==> src/hw/rtl/eafd_pkg.sv <==
// ============================================================================
// eafd_pkg
// Shared types and constants for the escaped frame deframer.
// ============================================================================
package eafd_pkg;

    // Link-level byte codes
    localparam logic [7:0] ESC_BYTE   = 8'h7D;
    localparam logic [7:0] ESC_XOR    = 8'h20;
    localparam logic [7:0] START_BYTE = 8'h7E;
    localparam logic [7:0] SUM_BASE   = 8'hFF;

    // Number of header bytes folded into the checksum and discarded
    localparam logic [15:0] HEADER_LEN = 16'd5;

    // Reset value of the length limit register
    localparam logic [15:0] MAX_LEN_RESET = 16'd256;

    // Register index decoded from paddr[2]
    localparam logic REG_MAX_FRAME_LENGTH = 1'b0;

    // Byte queue between the front and back ends
    localparam int QUEUE_DEPTH = 4;
    localparam int QUEUE_AW    = $clog2(QUEUE_DEPTH);

    // Receive sequencer states
    typedef enum logic [2:0] {
        MODE_IDLE   = 3'd0,
        MODE_LEN_HI = 3'd1,
        MODE_LEN_LO = 3'd2,
        MODE_HEADER = 3'd3,
        MODE_BODY   = 3'd4
    } rx_mode_t;

    // Result event codes
    typedef enum logic [1:0] {
        EV_PAYLOAD      = 2'd0,
        EV_FRAME_OK     = 2'd1,
        EV_CHECKSUM_BAD = 2'd2,
        EV_TOO_LONG     = 2'd3
    } event_t;

    // Queue status seen by the two ends
    typedef struct packed {
        logic empty;
        logic full;
    } queue_status_t;

endpackage

==> src/hw/rtl/escaped_api_frame_deframer_unit.sv <==
// ============================================================================
// escaped_api_frame_deframer_unit
// A byte that causes a result passes through the byte queue and then the
// result register before it shows on the master side. Throughput: one byte
// per cycle while the queue is not full and the master drains results.
// Reset: synchronous, active low; clears the escape
// flag, queue, sequencer and result valid, and sets the length limit to 256.
// ============================================================================
module escaped_api_frame_deframer_unit import eafd_pkg::*; (
    input  logic        aclk,
    input  logic        aresetn,

    // Raw byte stream from the serial link.
    input  logic        s_axis_tvalid,
    output logic        s_axis_tready,
    input  logic [7:0]  s_axis_tdata,   // [7:0] rx_byte

    // Deframed result stream.
    output logic        m_axis_tvalid,
    input  logic        m_axis_tready,
    output logic [23:0] m_axis_tdata,   // [7:0] data, [23:8] byte_count
    output logic [1:0]  m_axis_tuser,   // [1:0] event_res

    // Configuration port.
    input  logic        psel,
    input  logic        penable,
    input  logic        pwrite,
    input  logic [2:0]  paddr,
    input  logic [31:0] pwdata,
    output logic [31:0] prdata,
    output logic        pready
);

    // The front end strips escapes and pushes each unescaped byte into a
    // short queue. The back end pops a byte whenever its result register is
    // free or being drained, so either side may stall without stopping the
    // other until the queue fills.

    queue_status_t q_status;
    logic          push;
    logic [7:0]    push_byte;
    logic          pop;
    logic [7:0]    q_byte;
    logic [15:0]   max_frame_length_reg;
    logic [15:0]   max_frame_length_next;
    logic          cfg_write;
    logic [7:0]    res_data;
    logic [15:0]   res_count;

    // Register writes complete in the access phase; reads are decoded on
    // the register index held in paddr[2].
    assign pready    = 1'b1;
    assign cfg_write = psel && penable && pwrite && pready;

    always_comb begin
        max_frame_length_next = max_frame_length_reg;
        if (cfg_write && (paddr[2] == REG_MAX_FRAME_LENGTH)) begin
            max_frame_length_next = pwdata[15:0];
        end
    end

    always_ff @(posedge aclk) begin
        if (!aresetn) begin
            max_frame_length_reg <= MAX_LEN_RESET;
        end else begin
            max_frame_length_reg <= max_frame_length_next;
        end
    end

    assign prdata = (paddr[2] == REG_MAX_FRAME_LENGTH) ?
                    {16'h0000, max_frame_length_reg} : 32'h0000_0000;

    eafd_front u_front (
        .aclk      (aclk),
        .aresetn   (aresetn),
        .in_valid  (s_axis_tvalid),
        .in_ready  (s_axis_tready),
        .in_byte   (s_axis_tdata),
        .q_status  (q_status),
        .push      (push),
        .push_byte (push_byte)
    );

    eafd_queue u_queue (
        .aclk      (aclk),
        .aresetn   (aresetn),
        .push      (push),
        .push_byte (push_byte),
        .pop       (pop),
        .pop_byte  (q_byte),
        .status    (q_status)
    );

    // The back end owns the frame state and the result register.
    eafd_back u_back (
        .aclk             (aclk),
        .aresetn          (aresetn),
        .q_status         (q_status),
        .q_byte           (q_byte),
        .pop              (pop),
        .max_frame_length (max_frame_length_reg),
        .out_valid        (m_axis_tvalid),
        .out_ready        (m_axis_tready),
        .out_event        (m_axis_tuser),
        .out_data         (res_data),
        .out_count        (res_count)
    );

    assign m_axis_tdata = {res_count, res_data};

endmodule

==> src/hw/rtl/eafd_front.sv <==
// ============================================================================
// eafd_front
// Accepts raw bytes, strips escape codes and pushes unescaped bytes.
// ============================================================================
module eafd_front import eafd_pkg::*; (
    input  logic          aclk,
    input  logic          aresetn,
    input  logic          in_valid,
    output logic          in_ready,
    input  logic [7:0]    in_byte,
    input  queue_status_t q_status,
    output logic          push,
    output logic [7:0]    push_byte
);

    logic escape_pending_reg;
    logic escape_pending_next;
    logic accept;

    assign in_ready = !q_status.full;
    assign accept   = in_valid && in_ready;

    always_comb begin
        escape_pending_next = escape_pending_reg;
        push                = 1'b0;
        push_byte           = in_byte;
        if (accept) begin
            if (in_byte == ESC_BYTE) begin
                // A repeated escape keeps the escape pending.
                escape_pending_next = 1'b1;
            end else begin
                push                = 1'b1;
                push_byte           = escape_pending_reg ? (in_byte ^ ESC_XOR) : in_byte;
                escape_pending_next = 1'b0;
            end
        end
    end

    always_ff @(posedge aclk) begin
        if (!aresetn) begin
            escape_pending_reg <= 1'b0;
        end else begin
            escape_pending_reg <= escape_pending_next;
        end
    end

endmodule

==> src/hw/rtl/eafd_queue.sv <==
// ============================================================================
// eafd_queue
// Short byte FIFO decoupling the unescape front end from the sequencer.
// ============================================================================
module eafd_queue import eafd_pkg::*; (
    input  logic          aclk,
    input  logic          aresetn,
    input  logic          push,
    input  logic [7:0]    push_byte,
    input  logic          pop,
    output logic [7:0]    pop_byte,
    output queue_status_t status
);

    logic [7:0]          entry_reg [QUEUE_DEPTH];
    logic [QUEUE_AW-1:0] wr_ptr_reg;
    logic [QUEUE_AW-1:0] wr_ptr_next;
    logic [QUEUE_AW-1:0] rd_ptr_reg;
    logic [QUEUE_AW-1:0] rd_ptr_next;
    logic [QUEUE_AW:0]   count_reg;
    logic [QUEUE_AW:0]   count_next;
    logic                do_push;
    logic                do_pop;

    assign status.empty = (count_reg == '0);
    assign status.full  = (count_reg == (QUEUE_AW+1)'(QUEUE_DEPTH));
    assign do_push      = push && !status.full;
    assign do_pop       = pop && !status.empty;
    assign pop_byte     = entry_reg[rd_ptr_reg];

    always_comb begin
        wr_ptr_next = do_push ? wr_ptr_reg + 1'b1 : wr_ptr_reg;
        rd_ptr_next = do_pop  ? rd_ptr_reg + 1'b1 : rd_ptr_reg;
        count_next  = count_reg;
        if (do_push && !do_pop) begin
            count_next = count_reg + 1'b1;
        end else if (do_pop && !do_push) begin
            count_next = count_reg - 1'b1;
        end
    end

    always_ff @(posedge aclk) begin
        if (do_push) begin
            entry_reg[wr_ptr_reg] <= push_byte;
        end
    end

    always_ff @(posedge aclk) begin
        if (!aresetn) begin
            wr_ptr_reg <= '0;
            rd_ptr_reg <= '0;
            count_reg  <= '0;
        end else begin
            wr_ptr_reg <= wr_ptr_next;
            rd_ptr_reg <= rd_ptr_next;
            count_reg  <= count_next;
        end
    end

endmodule

==> src/hw/rtl/eafd_back.sv <==
// ============================================================================
// eafd_back
// Frame sequencer: length, header, payload and checksum, with result register.
// ============================================================================
module eafd_back import eafd_pkg::*; (
    input  logic          aclk,
    input  logic          aresetn,
    input  queue_status_t q_status,
    input  logic [7:0]    q_byte,
    output logic          pop,
    input  logic [15:0]   max_frame_length,
    output logic          out_valid,
    input  logic          out_ready,
    output logic [1:0]    out_event,
    output logic [7:0]    out_data,
    output logic [15:0]   out_count
);

    rx_mode_t    mode_reg;
    rx_mode_t    mode_next;
    logic [15:0] frame_length_reg;
    logic [15:0] frame_length_next;
    logic [15:0] byte_index_reg;
    logic [15:0] byte_index_next;
    logic [7:0]  running_sum_reg;
    logic [7:0]  running_sum_next;
    logic [15:0] payload_count_reg;
    logic [15:0] payload_count_next;

    logic        res_valid;
    event_t      res_event;
    logic [7:0]  res_data;
    logic [15:0] res_count;

    logic        out_valid_reg;
    logic        out_valid_next;
    logic [1:0]  out_event_reg;
    logic [7:0]  out_data_reg;
    logic [15:0] out_count_reg;

    logic [15:0] length_full;
    logic [15:0] header_index;
    logic        in_payload;

    // The result register takes a new result while the old one is drained.
    assign pop          = !q_status.empty && (!out_valid_reg || out_ready);
    assign length_full  = {frame_length_reg[15:8], q_byte};
    assign header_index = byte_index_reg + 16'd1;
    assign in_payload   = byte_index_reg < frame_length_reg;

    // Next state
    always_comb begin
        mode_next = mode_reg;
        if (pop) begin
            unique case (mode_reg)
                MODE_IDLE: begin
                    if (q_byte == START_BYTE) begin
                        mode_next = MODE_LEN_HI;
                    end
                end
                MODE_LEN_HI: begin
                    mode_next = MODE_LEN_LO;
                end
                MODE_LEN_LO: begin
                    mode_next = (length_full > max_frame_length) ? MODE_IDLE : MODE_HEADER;
                end
                MODE_HEADER: begin
                    if (header_index >= HEADER_LEN) begin
                        mode_next = MODE_BODY;
                    end
                end
                MODE_BODY: begin
                    if (!in_payload) begin
                        mode_next = MODE_IDLE;
                    end
                end
                default: begin
                    mode_next = MODE_IDLE;
                end
            endcase
        end
    end

    // Datapath and results
    always_comb begin
        frame_length_next  = frame_length_reg;
        byte_index_next    = byte_index_reg;
        running_sum_next   = running_sum_reg;
        payload_count_next = payload_count_reg;
        res_valid          = 1'b0;
        res_event          = EV_PAYLOAD;
        res_data           = q_byte;
        res_count          = payload_count_reg;
        if (pop) begin
            unique case (mode_reg)
                MODE_IDLE: begin
                    if (q_byte == START_BYTE) begin
                        frame_length_next  = '0;
                        byte_index_next    = '0;
                        running_sum_next   = '0;
                        payload_count_next = '0;
                    end
                end
                MODE_LEN_HI: begin
                    frame_length_next = {q_byte, 8'h00};
                end
                MODE_LEN_LO: begin
                    frame_length_next = length_full;
                    if (length_full > max_frame_length) begin
                        res_valid = 1'b1;
                        res_event = EV_TOO_LONG;
                        res_data  = '0;
                        res_count = '0;
                    end
                end
                MODE_HEADER: begin
                    running_sum_next = running_sum_reg + q_byte;
                    byte_index_next  = header_index;
                end
                MODE_BODY: begin
                    res_valid = 1'b1;
                    if (in_payload) begin
                        running_sum_next   = running_sum_reg + q_byte;
                        byte_index_next    = header_index;
                        payload_count_next = payload_count_reg + 16'd1;
                        res_event          = EV_PAYLOAD;
                        res_count          = payload_count_next;
                    end else begin
                        res_event = ((SUM_BASE - running_sum_reg) == q_byte) ?
                                    EV_FRAME_OK : EV_CHECKSUM_BAD;
                    end
                end
                default: begin
                end
            endcase
        end
    end

    always_comb begin
        if (pop && res_valid) begin
            out_valid_next = 1'b1;
        end else if (out_ready) begin
            out_valid_next = 1'b0;
        end else begin
            out_valid_next = out_valid_reg;
        end
    end

    always_ff @(posedge aclk) begin
        if (!aresetn) begin
            mode_reg          <= MODE_IDLE;
            frame_length_reg  <= '0;
            byte_index_reg    <= '0;
            running_sum_reg   <= '0;
            payload_count_reg <= '0;
            out_valid_reg     <= 1'b0;
        end else begin
            mode_reg          <= mode_next;
            frame_length_reg  <= frame_length_next;
            byte_index_reg    <= byte_index_next;
            running_sum_reg   <= running_sum_next;
            payload_count_reg <= payload_count_next;
            out_valid_reg     <= out_valid_next;
        end
    end

    always_ff @(posedge aclk) begin
        if (pop && res_valid) begin
            out_event_reg <= res_event;
            out_data_reg  <= res_data;
            out_count_reg <= res_count;
        end
    end

    assign out_valid = out_valid_reg;
    assign out_event = out_event_reg;
    assign out_data  = out_data_reg;
    assign out_count = out_count_reg;

endmodule

==> config.mk <==
export PLATFORM = sky130hd
export DESIGN_NAME = escaped_api_frame_deframer_unit
export DESIGN_NICKNAME = d
export VERILOG_FILES = /design/src/hw/rtl/eafd_pkg.sv /design/src/hw/rtl/escaped_api_frame_deframer_unit.sv /design/src/hw/rtl/eafd_front.sv /design/src/hw/rtl/eafd_queue.sv /design/src/hw/rtl/eafd_back.sv
export SDC_FILE = /design/constraint.sdc
export NUM_CORES = 1
export LEC_CHECK = 0
export ABC_AREA = 1
export BUFFER_PORTS_ARGS = -buffer_cell sky130_fd_sc_hd__buf_2
export CAP_MARGIN = 20
export CELL_PAD_IN_SITES_DETAIL_PLACEMENT = 1
export CELL_PAD_IN_SITES_GLOBAL_PLACEMENT = 2
export CORE_ASPECT_RATIO = 1.1
export CORE_MARGIN = 4
export CORE_UTILIZATION = 32
export CTS_BUF_LIST = sky130_fd_sc_hd__clkbuf_4
export CTS_CLUSTER_DIAMETER = 80
export CTS_CLUSTER_SIZE = 40
export DETAILED_ROUTE_END_ITERATION = 8
export PLACE_DENSITY_LB_ADDON = 0.1
export SYNTH_ARGS = -nofsm -noshare
export SYNTH_HDL_FRONTEND = slang
export SYNTH_HIERARCHICAL = 1
export SYNTH_SLANG_ARGS = --single-unit
==> constraint.sdc <==
create_clock -name aclk -period 2.8 [get_ports aclk]
set_input_delay 0.14 -clock aclk [delete_from_list [all_inputs] [get_ports aclk]]
set_output_delay 0.14 -clock aclk [all_outputs]
set_load 0.02 [all_outputs]
# == Word level (Yosys, flattened, before mapping) ==
# Memory sizes are Yosys's and may differ from the RTL's. A register that Yosys moved wholly into a read port is not among the register bits.
# Index checks and enable logic that the tools add are counted.
# totals
ram_bits,32
regBits,110
memories,1
out_inout_bits,61
# mem_list
memory,depth,width,rd,rd_clocked_by_memory_dff,wr,line,source
u_queue.entry_reg,4,8,1,1,1,eafd_queue.sv:15,logic [7:0] entry_reg [QUEUE_DEPTH];
# op_classes
eq_ne,12
bitwise_logic,3
n_lt_le_gt_ge,3
n_addsub,8
n_reduce_logical,29
muxes,42
# op_table
op,n
$mux 16,6
$pmux 16 s3,2
$pmux 16 s2,2
$mux 8,5
$add 16x1->16 const B,2
$pmux 8 s3,1
$mux 6,3
$eq 8x7->1 const B,2
$ge 16x3->1 const B,1
$gt 16x16->1,1
$lt 16x16->1,1
$mux 3,5
$pmux 3 s5,1
$mux 2,6
$reduce_and 4->1,3
$logic_and 1x1->1,10
$mux 1,9
$add 8x8->8,1
$eq 8x8->1,1
$reduce_bool 2->1,4
$sub 8x8->8 const A,1
$eq 3x2->1 const B,2
$eq 3x3->1 const B,2
$logic_not 3->1,2
13 further kinds,24

# == Logic depth before layout (Yosys ltp) ==
# logic_depth
depth_word,9
ltp_mapped,20
depth_no_buf,19

# == Modules after synthesis ==
# Netlist, hierarchy kept.
# modules_own_cells
mod,area_each_um2,cells_per_inst,instances,seq_area_each_um2
eafd_back,5574.1,755,1,1981.9
eafd_queue,1685.4,146,1,1141.1
escaped_api_frame_deframer_unit,1052.3,159,1,320.3
eafd_front,188.9,36,1,20.0

# == Least setup slack after synthesis ==
# No wires, ideal clock.
# synth_path
path_type,register to register
startpoint,reg (tool-made name)
endpoint,"reg u_back.out_count_reg[10], in the netlist u_back/out_count[10] (data pin)"
slack_ps,-79
arrival_time_ps,2603
path_buffers,2
stages_incl_launch_ff,19
required_time_ps,2523
period_less_slack_ps,2879
path_cell_list,dfxtp_1 buf_6 o21ai_1 o22ai_1 inv_1 ha_1 inv_1 nand2_1 nand2_1 nand2_1 nand2_1 nand2_1 nand2_1 nand2_1 nand2_1 nand2_1 a21oi_1 buf_2 o22ai_1
# synth_lines
item,line,source
to (signal assigned),eafd_back.sv:171,out_count_reg <= res_count;
to (decl),eafd_back.sv:39,logic [15:0] out_count_reg;

==> report_table.html <==
<table>
<tr><th>Metric</th><th>Value</th></tr>
<tr><th colspan="2">Hold path</th></tr>
<tr><td>Hold Startpoint</td><td>s_axis_tvalid</td></tr>
<tr><td>Tightest Hold Check Type</td><td>in2reg</td></tr>
<tr><th colspan="2">Flow run</th></tr>
<tr><td>Count of max-cap constraint violations</td><td>0</td></tr>
<tr><th colspan="2">Yosys</th></tr>
<tr><td>Yosys warning count</td><td>6</td></tr>
<tr><td>Number of synthesized flops with an enable pin</td><td>58</td></tr>
<tr><td>Avg Synthesized Cell Area</td><td>a little under 8 um^2</td></tr>
<tr><td>Fraction of registers with async set or reset after synthesis</td><td>0%</td></tr>
<tr><td>Synth unique cells</td><td>45</td></tr>
<tr><td>Total of flip-flops plus latches after synthesis</td><td>144</td></tr>
<tr><td>Summed instance area of the synthesized netlist</td><td>around 8500 um^2</td></tr>
<tr><td>Share of the yosys chip area belonging to registers</td><td>40.7%</td></tr>
<tr><td>Primary FF master, synth</td><td>dfxtp_1</td></tr>
<tr><td>Count of mapped cells out of synthesis</td><td>1096</td></tr>
<tr><th colspan="2">Critical path</th></tr>
<tr><td>Critical path cell sequence</td><td>inv_1 &gt; o21ai_0 &gt; o22ai_1 &gt; buf_4 &gt; ha_1 &gt; nand2_1 &gt; nor4_2 &gt; buf_4 &gt; or2_2 &gt; a21oi_1</td></tr>
<tr><td>Combined buffer and inverter count along the critical path</td><td>3</td></tr>
<tr><td>Cell with the largest stage delay on the worst path</td><td>dfxtp_1</td></tr>
<tr><td>Setup crit end kind</td><td>register</td></tr>
<tr><td>Arrival time of the worst setup path</td><td>2.82 ns</td></tr>
<tr><td>Kind of critical path</td><td>reg2reg</td></tr>
<tr><td>Crit path largest cell delay</td><td>~0.35 ns</td></tr>
<tr><td>Top delay family on crit path</td><td>buffers and inverters</td></tr>
<tr><td>Worst EP required</td><td>3.08 ns</td></tr>
<tr><td>Startpoint kind of the worst setup timing path</td><td>register</td></tr>
<tr><td>Critical path fanouts, max</td><td>8</td></tr>
<tr><td>CP most frequent cell</td><td>buf_4</td></tr>
<tr><th colspan="2">STA</th></tr>
<tr><td>Actual transition at the worst max-transition pin</td><td>~0.83 ns</td></tr>
<tr><td>Number of slew-limit violations in the final report</td><td>0</td></tr>
<tr><td>Maximum operating frequency</td><td>between 0.3 and 0.4 GHz</td></tr>
<tr><td>RSZ-0062 raised after global routing</td><td>false</td></tr>
<tr><td>Final clock skew</td><td>0.0278 ns</td></tr>
<tr><td>Final critical-path share of the clock period</td><td>90.9%</td></tr>
<tr><td>Total Neg Setup Slack</td><td>0 ns</td></tr>
<tr><td>Endpoints failing hold</td><td>0</td></tr>
<tr><td>Clock period minus worst slack</td><td>approximately 2.5 ns</td></tr>
<tr><td>Max-slew headroom at the worst pin</td><td>44.0%</td></tr>
<tr><td>Final number of setup-violating endpoints</td><td>0</td></tr>
<tr><th colspan="2">Die</th></tr>
<tr><td>Overall die height</td><td>179 um</td></tr>
<tr><td>Count of boundary I/O pins</td><td>111</td></tr>
<tr><td>Die W</td><td>163 um</td></tr>
<tr><td>Area of the die</td><td>~30000 um^2</td></tr>
<tr><td>Effective utilization at floorplan</td><td>about a third</td></tr>
<tr><td>Core area</td><td>26100 um^2</td></tr>
<tr><td>Row count</td><td>62</td></tr>
<tr><th colspan="2">Global route</th></tr>
<tr><td>Initial antenna violation count</td><td>1</td></tr>
<tr><td>Grt ovf</td><td>0</td></tr>
<tr><td>Global routing usage summed across all routing layers</td><td>16.8%</td></tr>
<tr><td>Vias in the first global route</td><td>approximately 7700</td></tr>
<tr><td>Pin count of the biggest net entering global routing</td><td>between 40 and 50</td></tr>
<tr><td>Global-route wire length before repair</td><td>39200 um</td></tr>
<tr><th colspan="2">Clock tree</th></tr>
<tr><td>Clock Tree Root</td><td>clkbuf_4</td></tr>
<tr><td>H-tree depth</td><td>4</td></tr>
<tr><td>TritonCTS clock tree</td><td>done</td></tr>
<tr><td>Worst-case clock buffer depth</td><td>2</td></tr>
<tr><td>Worst-Skew Late Latency</td><td>0.56 ns</td></tr>
<tr><td>CTS Buf Count</td><td>17</td></tr>
<tr><td>Number of sinks handled by clock tree synthesis</td><td>approximately 140</td></tr>
<tr><td>Clock edge transition at the registers on the reported setup and hold paths</td><td>0.17 ns</td></tr>
<tr><th colspan="2">Drt</th></tr>
<tr><td>Residual DRC</td><td>0</td></tr>
<tr><td>Vias</td><td>between 7000 and 8000</td></tr>
<tr><td>DRT Pass-1 Iters</td><td>4</td></tr>
<tr><td>Antenna Violating Nets Remaining</td><td>0</td></tr>
<tr><td>Routed length per instance</td><td>15.3 um</td></tr>
<tr><td>Total Routed Length</td><td>24400 um</td></tr>
<tr><td>Via count normalized by instance count</td><td>4.71</td></tr>
<tr><td>Detailed router's first-iteration violation count</td><td>336</td></tr>
<tr><th colspan="2">Finish</th></tr>
<tr><td>Number of flip-flops under the largest register name</td><td>32</td></tr>
<tr><td>Design area</td><td>10100 um^2</td></tr>
<tr><td># fillers</td><td>around 3300</td></tr>
<tr><td>Final standard cell utilization of the core</td><td>38.8%</td></tr>
<tr><td>Growth of design area from synthesis to finish</td><td>19.2%</td></tr>
<tr><td>Layout cell share with drive strength beyond 1</td><td>17.4%</td></tr>
<tr><td>Post-layout nets</td><td>1331</td></tr>
<tr><th colspan="2">Status</th></tr>
<tr><td>Result of the run</td><td>finished clean</td></tr>
<tr><th colspan="2">Place</th></tr>
<tr><td>Port-buffer cells</td><td>75</td></tr>
<tr><td>Placement Cell Area</td><td>9320 um^2</td></tr>
<tr><td>Final Wtd Congestion</td><td>0.773</td></tr>
<tr><td>Placed wire-length estimate</td><td>17400 um</td></tr>
<tr><th colspan="2">Power and ir drop</th></tr>
<tr><td>Leakage component of the power</td><td>about 4.4 nW</td></tr>
<tr><td>Power density over the cells</td><td>between 700 and 800 nW/um^2</td></tr>
<tr><td>Largest voltage drop on the vdd net</td><td>0.289 mV</td></tr>
</table>
[layer usage]
layer	wire [um]	GRT usage (%)
met1	11600	21.9
met2	12000	29.6
met3	611	2.81
met4	202	3.36
met5	0	0
[cells in the mapped netlist, types with 2 or more instances]
| master | n | area share [%] |
|---|---|---|
| or2_2 | 2 | 0.15 |
| nor3_1 | 9 | 0.53 |
| edfxtp_1 | 58 | 20 |
| clkbuf_1 | 16 | 0.71 |
| ha_1 | 47 | 6.9 |
| conb_1 | 2 | 0.088 |
| buf_2 | 15 | 0.88 |
| dfxtp_1 | 86 | 20 |
| o21ai_1 | 3 | 0.18 |
| xor2_1 | 22 | 2.3 |
| o21ai_2 | 4 | 0.41 |
| o21bai_1 | 3 | 0.26 |
| o22ai_1 | 18 | 1.3 |
| nor2_2 | 19 | 1.4 |
| o211ai_1 | 2 | 0.18 |
| o21ai_0 | 47 | 2.8 |
| xnor2_1 | 4 | 0.41 |
| nand2_1 | 202 | 8.9 |
| nand2_2 | 3 | 0.22 |
| nor2_1 | 109 | 4.8 |
| a31oi_1 | 2 | 0.15 |
| nand3b_1 | 2 | 0.18 |
| buf_6 | 3 | 0.40 |
| nor4_1 | 2 | 0.15 |
| a21oi_1 | 85 | 5.0 |
| a211oi_2 | 16 | 2.4 |
| fa_1 | 2 | 0.47 |
| buf_4 | 26 | 2.3 |
| nand4_1 | 35 | 2.6 |
| nand3_1 | 63 | 3.7 |
| nor3_2 | 2 | 0.24 |
| inv_2 | 3 | 0.13 |
| inv_1 | 172 | 7.6 |
[final cells by class]
class | instances | area, um^2 | area share (%)
clock inverter | 15 | 168 | 1.65
inverter | 176 | 664 | 6.56
multi-input combinational | 730 | 4090 | 40.4
timing repair buffer | 163 | 1170 | 11.5
antenna | 2 | 5.00 | 0.0494
sequential | 144 | 3470 | 34.2
tap | 352 | 440 | 4.35
clock buffer | 17 | 128 | 1.26
[logic make-up after synthesis]
logic type                 share of synthesized area [%]
DFF                                                 40.7
buffers and inverters                               12.3
and+or+nand+nor                                     23.7
AOI/OAI and AO/OA                                   13.1
xor gates and xnor gates                            2.68
other                                             0.0883
adders and majority gates                           7.39
[timing repair]
| action | 4_1_cts | 5_1_grt |
|---|---|---|
| setup endpoints to repair | 0 | 71 |
| hold buffers | 44 | 0 |
| buffers inserted | 0 | 1 |
| endpoints found under the hold margin | 47 | 0 |
| resized for setup | 0 | 25 |
[metrics by stage]
stage	instances	setup slack, ns	power [W]	hold slack (ns)
4_1_cts	1595	0.0351	0.00755	0.210
2_1_floorplan	1111	0.0777	0.00499	0.260
6_report	1599	0.254	0.00750	0.251
5_1_grt	1599	0.0326	0.00814	0.249
3_5_place_dp	1519	0.0712	0.00609	0.382
3_3_place_gp	1519	0.127	0.00605	0.369
[worst reg2reg max path, delay by kind of cell, from the launching register on]
kind / cells / cell delay (ns)
AND/OR/NAND/NOR: 3 / 0.56
flip-flops: 1 / 0.35
buffers and inverters: 3 / 0.64
AO/OA/AOI/OAI: 3 / 0.48
adder cells (fa/ha/maj): 1 / 0.25
[cells in the final DEF, fill, tap and decap left out, drive strengths merged, types with 3 or more instances in the layout]
| cell type | count |
|---|---|
| clkbuf | 18 |
| inv | 182 |
| nand3 | 64 |
| nor3 | 11 |
| a211oi | 16 |
| xor2 | 22 |
| ha | 47 |
| a21oi | 86 |
| clkinvlp | 3 |
| xnor2 | 4 |
| clkinv | 6 |
| dlygate4sd3 | 44 |
| dfxtp | 86 |
| nand4 | 36 |
| o21bai | 3 |
| nor2 | 130 |
| nand2 | 206 |
| edfxtp | 58 |
| o22ai | 18 |
| o21ai | 54 |
| conb | 17 |
| buf | 118 |
[final timing paths]
check	to	slack, ns	depth (start not counted)
worst max-delay path	u_back/out_event[1]$_SDFFCE_PN0P_	0.25	10
worst min-delay path	u_queue/wr_ptr_reg[0]$_SDFFE_PN0P_	0.25	8
worst max register to register	u_back/out_event[1]$_SDFFCE_PN0P_	0.25	10
worst min register to register	u_back/running_sum_reg[2]$_SDFFE_PN0P_	0.48	2
[power by group]
part           internal (W)  switching (W)  total (W)
clock network      0.000412       0.000965    0.00138
registers           0.00259       0.000222    0.00281
logic               0.00114        0.00217    0.00331
total               0.00414        0.00336    0.00750
(Power assumes the default switching activity.)
